File: config.mk
export PLATFORM = sky130hd
export DESIGN_NAME = kt_ctrl
export DESIGN_NICKNAME = d
export VERILOG_FILES = /design/src/hdl/kt_pkg.sv /design/src/hdl/kt_ctrl.sv
export SDC_FILE = /design/constraint.sdc
export NUM_CORES = 1
export LEC_CHECK = 0
export BUFFER_PORTS_ARGS = -buffer_cell sky130_fd_sc_hd__buf_2
export CAP_MARGIN = 15
export CORE_MARGIN = 1.5
export CORE_UTILIZATION = 45
export DETAILED_ROUTE_END_ITERATION = 6
export PLACE_DENSITY = 0.76
export SETUP_SLACK_MARGIN = 0.02
export SYNTH_ARGS = -nofsm -noshare
export SYNTH_HDL_FRONTEND = slang
export SYNTH_SLANG_ARGS = --single-unit
File: constraint.sdc
create_clock -name i_clk -period 3.2 [get_ports i_clk]
set_input_delay 0.48 -clock i_clk [delete_from_list [all_inputs] [get_ports i_clk]]
set_output_delay 0.48 -clock i_clk [all_outputs]
set_load 0.01 [all_outputs]
File: src/hdl/kt_pkg.sv
// ----------------------------------------------------------------------------
// kt_pkg
// Types and constants for the Kendall tau rank grid unit.
// ----------------------------------------------------------------------------
package kt_pkg;

    localparam int ROWS       = 64;
    localparam int COLS       = 64;
    localparam int COUNT_BITS = 16;

    localparam int RANK_W    = 6;
    localparam int ROW_W     = $clog2(ROWS);
    localparam int COL_W     = $clog2(COLS);
    localparam int DEPTH     = ROWS * COLS;
    localparam int ADDR_W    = $clog2(DEPTH);
    localparam int CNT_W     = COUNT_BITS;
    localparam int PRE_W     = CNT_W + 2;
    localparam int PROD_W    = PRE_W + CNT_W + 1;
    localparam int SUM_W     = 32;
    localparam int P_W       = 2 * CNT_W;
    localparam int DIV_W     = 32;
    localparam int Q_W       = 15;
    localparam int DIV_STEPS = 15;
    localparam int DCNT_W    = $clog2(DIV_STEPS);

    localparam logic [CNT_W-1:0] COUNT_MAX  = {CNT_W{1'b1}};
    localparam logic [63:0]      PAIR_LIMIT = 64'h0000_0000_7FFF_FFFF;

    localparam logic CMD_ADD = 1'b0;
    localparam logic CMD_FIN = 1'b1;

    localparam logic [1:0] ERR_OK   = 2'd0;
    localparam logic [1:0] ERR_RANK = 2'd1;
    localparam logic [1:0] ERR_FEW  = 2'd2;
    localparam logic [1:0] ERR_OVF  = 2'd3;

    typedef struct packed {
        logic              command;
        logic [RANK_W-1:0] first_rank;
        logic [RANK_W-1:0] second_rank;
    } t_in_item;

    typedef struct packed {
        logic signed [15:0] tau_fixed;
        logic signed [31:0] concordance_sum;
        logic [30:0]        pair_total;
        logic [1:0]         error_code;
    } t_out_item;

    typedef struct packed {
        logic clr_wr;
        logic add_acc;
        logic fin_acc;
        logic add_wr;
        logic walk_rd;
        logic walk_mul;
        logic walk_acc;
        logic div_init;
        logic div_step;
        logic out_load;
    } t_cmd;

    typedef struct packed {
        logic clr_last;
        logic walk_last;
        logic div_last;
        logic out_free;
    } t_sts;

endpackage

File: src/hdl/kt_ctrl.sv
// ----------------------------------------------------------------------------
// kt_ctrl
// Sequencer: clearing pass, pair add, grid walk, divide and result transfer.
// ----------------------------------------------------------------------------
module kt_ctrl (
    input  logic         i_clk,
    input  logic         i_rst_n,
    input  logic         i_in_valid,
    input  logic         i_in_command,
    input  kt_pkg::t_sts i_sts,
    output logic         o_in_stall,
    output kt_pkg::t_cmd o_cmd
);
    import kt_pkg::*;

    typedef enum logic [8:0] {
        S_CLR  = 9'b000000001,
        S_IDLE = 9'b000000010,
        S_ADD  = 9'b000000100,
        S_WRD  = 9'b000001000,
        S_WMUL = 9'b000010000,
        S_WACC = 9'b000100000,
        S_DIV0 = 9'b001000000,
        S_DIV  = 9'b010000000,
        S_OUT  = 9'b100000000
    } t_state;

    t_state r_state, n_state;

    always_ff @(posedge i_clk) begin
        if (!i_rst_n) begin
            r_state <= S_CLR;
        end else begin
            r_state <= n_state;
        end
    end

    assign o_in_stall = (r_state != S_IDLE);

    always_comb begin
        n_state = r_state;
        o_cmd   = '0;
        case (r_state)
            S_CLR: begin
                o_cmd.clr_wr = 1'b1;
                if (i_sts.clr_last) n_state = S_IDLE;
            end
            S_IDLE: begin
                if (i_in_valid) begin
                    if (i_in_command == CMD_FIN) begin
                        o_cmd.fin_acc = 1'b1;
                        n_state       = S_WRD;
                    end else begin
                        o_cmd.add_acc = 1'b1;
                        n_state       = S_ADD;
                    end
                end
            end
            S_ADD: begin
                o_cmd.add_wr = 1'b1;
                n_state      = S_IDLE;
            end
            S_WRD: begin
                o_cmd.walk_rd = 1'b1;
                n_state       = S_WMUL;
            end
            S_WMUL: begin
                o_cmd.walk_mul = 1'b1;
                n_state        = S_WACC;
            end
            S_WACC: begin
                o_cmd.walk_acc = 1'b1;
                n_state        = i_sts.walk_last ? S_DIV0 : S_WRD;
            end
            S_DIV0: begin
                o_cmd.div_init = 1'b1;
                n_state        = S_DIV;
            end
            S_DIV: begin
                o_cmd.div_step = 1'b1;
                if (i_sts.div_last) n_state = S_OUT;
            end
            S_OUT: begin
                if (i_sts.out_free) begin
                    o_cmd.out_load = 1'b1;
                    n_state        = S_IDLE;
                end
            end
            default: begin
                n_state = S_CLR;
            end
        endcase
    end

endmodule

==> flow_summary.ini <==
[status]
outcome = finished clean

[global_route]
antenna_found_initial = 0
track_usage = 0.218
grt_overflow = 0
grt_max_degree = 12
grt_pass1_wl_um = 2290
first_global_vias = 516

[clock_tree]
postCtsSetupBuffers = 0
cts_tree = built
cts_sinks = 9
numCtsBuffers = 3
clk_path_buf_depth = 2
post_cts_resized = 0
htreeDepth = 1
clockRootBuffer = clkbuf_4
hold_buffers = 0
clkSlewWorstSetupHoldPaths_ns = 0.07
worstSkewPairLatency_ns = 0.26

[timing]
min_period_ns = 2.39
hold_viol_final = 0
finalClockSkew_ns = 0.00177
rsz0062_at_grt = no
slew-limit-headroom = 0.717
setup_viol = 0
max_freq_mhz = 419
worstMarginPinSlew_ns = 0.420
final_max_slew_viol_count = 0
fin_crit_sh = 0.747
setup_tns_ns = 0

[yosys]
syn_area_per_cell_um2 = 7.98
async_flop_share = 0
synth_area_leaders = dfxtp_1, nor2_1, nor3_1
postSynthCellCount = 77
ys_ff_latch = 9
netlist_area_um2 = 614
synth_flop_cell = dfxtp_1
synth_nets = 85
synth_area_leader_cell = dfxtp_1
synth_edf_count = 0
synthAdderAreaFrac = 0
synth_top_family_by_area = simple AND/OR/NAND/NOR gates
synth.distinct_cells = 32
yosys.area.top_type_share = 0.293
synth-xor-area-share = 0.0285
yosys_warnings = 0
yosysSeqAreaShare = 0.293
synth_mux_area_frac = 0
yosys.area_share.simple = 0.464
synth_compound_area_frac = 0.157

[min_path]
hold_path.class = in -> reg
min_from = i_in_command
min_to = r_state[2]$_SDFFE_PN0P_
hold_path_depth = 2

[final_layout]
drive_gt1_frac = 0.292
n_antenna_cell = 0
largest_register_ffs = 9
syn2layout_area_growth_pct = 20.2
top_register = r_state
fillers = 133
top_regs = r_state x9
final_common_cell = buf_2
final_util = 0.574
final_cell_mix = buf_2, nor2_1, dfxtp_1
nets = 105

[route]
drc_errors = 0
vias = 643
detail-route-antenna-nets = 0
drt-pass1-iter-count = 4
wl_met2_um = 630
via_per_inst = 5.79
dr.max_layer_used = met4
wl_met3_um = 71
routed_wl_um = 1420
drt-initial-drc-count = 14
wire_per_inst_um = 12.8
drt-met1-wl_um = 686

[critical_path]
worst_ep_arrival_time_ns = 1.91
worstPathRequired_ns = 2.72
reg2reg_from = r_state[7]$_SDFFE_PN0P_
cp-start-kind = flip-flop
rr_worst_depth = 4
reg2reg_to = r_state[0]$_SDFFE_PN1P_
worst-r2r-setup-slack_ns = 1.28
endpoint_kind = output pin
worst-path-max-fanout = 11
critPathKind = reg -> out

[die]
core-area_um2 = 1280
dieArea_um2 = 1600
initial_core_util = 0.478
die_y_um = 40.0
die_w_um = 40.0
io_pins = 19
rows = 13

[run]
cap_violations = 0

[placed_design]
hpwlAfterDp_um = 1100
port_buffers = 18
place_congestion = 0.776

[power]
p_leak_nw = 0.344
power.density_nw_per_um2 = 523
peakVddDrop_mv = 0.502
## report_power, final
part | switching [mW] | internal [mW] | total (mW) | leakage [nW]
Combinational | 0.0721 | 0.0718 | 0.144 | 0.254
Sequential | 0.0277 | 0.123 | 0.151 | 0.0731
Clock | 0.0454 | 0.0462 | 0.0916 | 0.0177
Total | 0.145 | 0.241 | 0.386 | 0.344
## critical path, cell delays in order (launching register included)
cell and delay, ns:
dfxtp_1 0.40, or4_4 0.58, or3_2 0.49, inv_1 0.06, buf_2 0.12
## worst max-delay path by stage
stage,slack (ns),cells after the start,endpoint,startpoint
finish,0.81,4,o_cmd[5],r_state[7]$_SDFFE_PN0P_
global placement,1.12,4,o_cmd[5],r_state[7]$_SDFFE_PN0P_
CTS,0.80,4,o_cmd[5],r_state[7]$_SDFFE_PN0P_
detailed placement,1.10,4,o_cmd[5],r_state[7]$_SDFFE_PN0P_
global route,0.73,4,o_cmd[5],r_state[7]$_SDFFE_PN0P_
floorplan,1.26,4,o_cmd[5],r_state[0]$_SDFFE_PN1P_
## metal layers
layer,track usage,vias up
met1,0.302,295
met3,0.0500,4
met4,0.103,0
li1,-,324
met2,0.315,20
met5,0,-
## cells in the mapped netlist, types with 2 or more instances
cell	n
nor2_1	13
dfxtp_1	9
inv_1	6
nand2_1	6
nor3_1	5
nand4_1	3
and3_1	2
and4b_1	2
clkbuf_1	2
nor2b_1	2
nor3b_1	2
nor4_1	2
o2111ai_1	2
o211a_1	2
o21a_1	2
## cell type report
cell class / instances / area, µm² / share of cell area
repair buffers: 18 / 90.1 / 0.122
flip-flops and latches: 9 / 180 / 0.244
multi-input cells: 59 / 399 / 0.541
clock buffers: 3 / 22.5 / 0.0305
clock inverters: 1 / 5.00 / 0.00678
inverters: 6 / 22.5 / 0.0305
well taps: 15 / 18.8 / 0.0254
## logic make-up after synthesis
group / count (synthesis)
and+or+nand+nor: 46
DFF: 9
AOI/OAI and AO/OA: 11
xor gates and xnor gates: 2
buffers and inverters: 9
## stage by stage
step / hold WS [ns] / power (mW) / worst slack (ns) / instances / instance area (µm²)
global placement: 0.682 / 0.291 / 1.12 / 107 / 711
CTS: 0.414 / 0.387 / 0.803 / 111 / 738
floorplan: 0.546 / 0.256 / 1.26 / 77 / 614
global route: 0.421 / 0.411 / 0.735 / 111 / 738
finish: 0.418 / 0.386 / 0.811 / 111 / 738
detailed placement: 0.697 / 0.296 / 1.10 / 107 / 711
No activity file was read; power rests on OpenSTA's default activity.
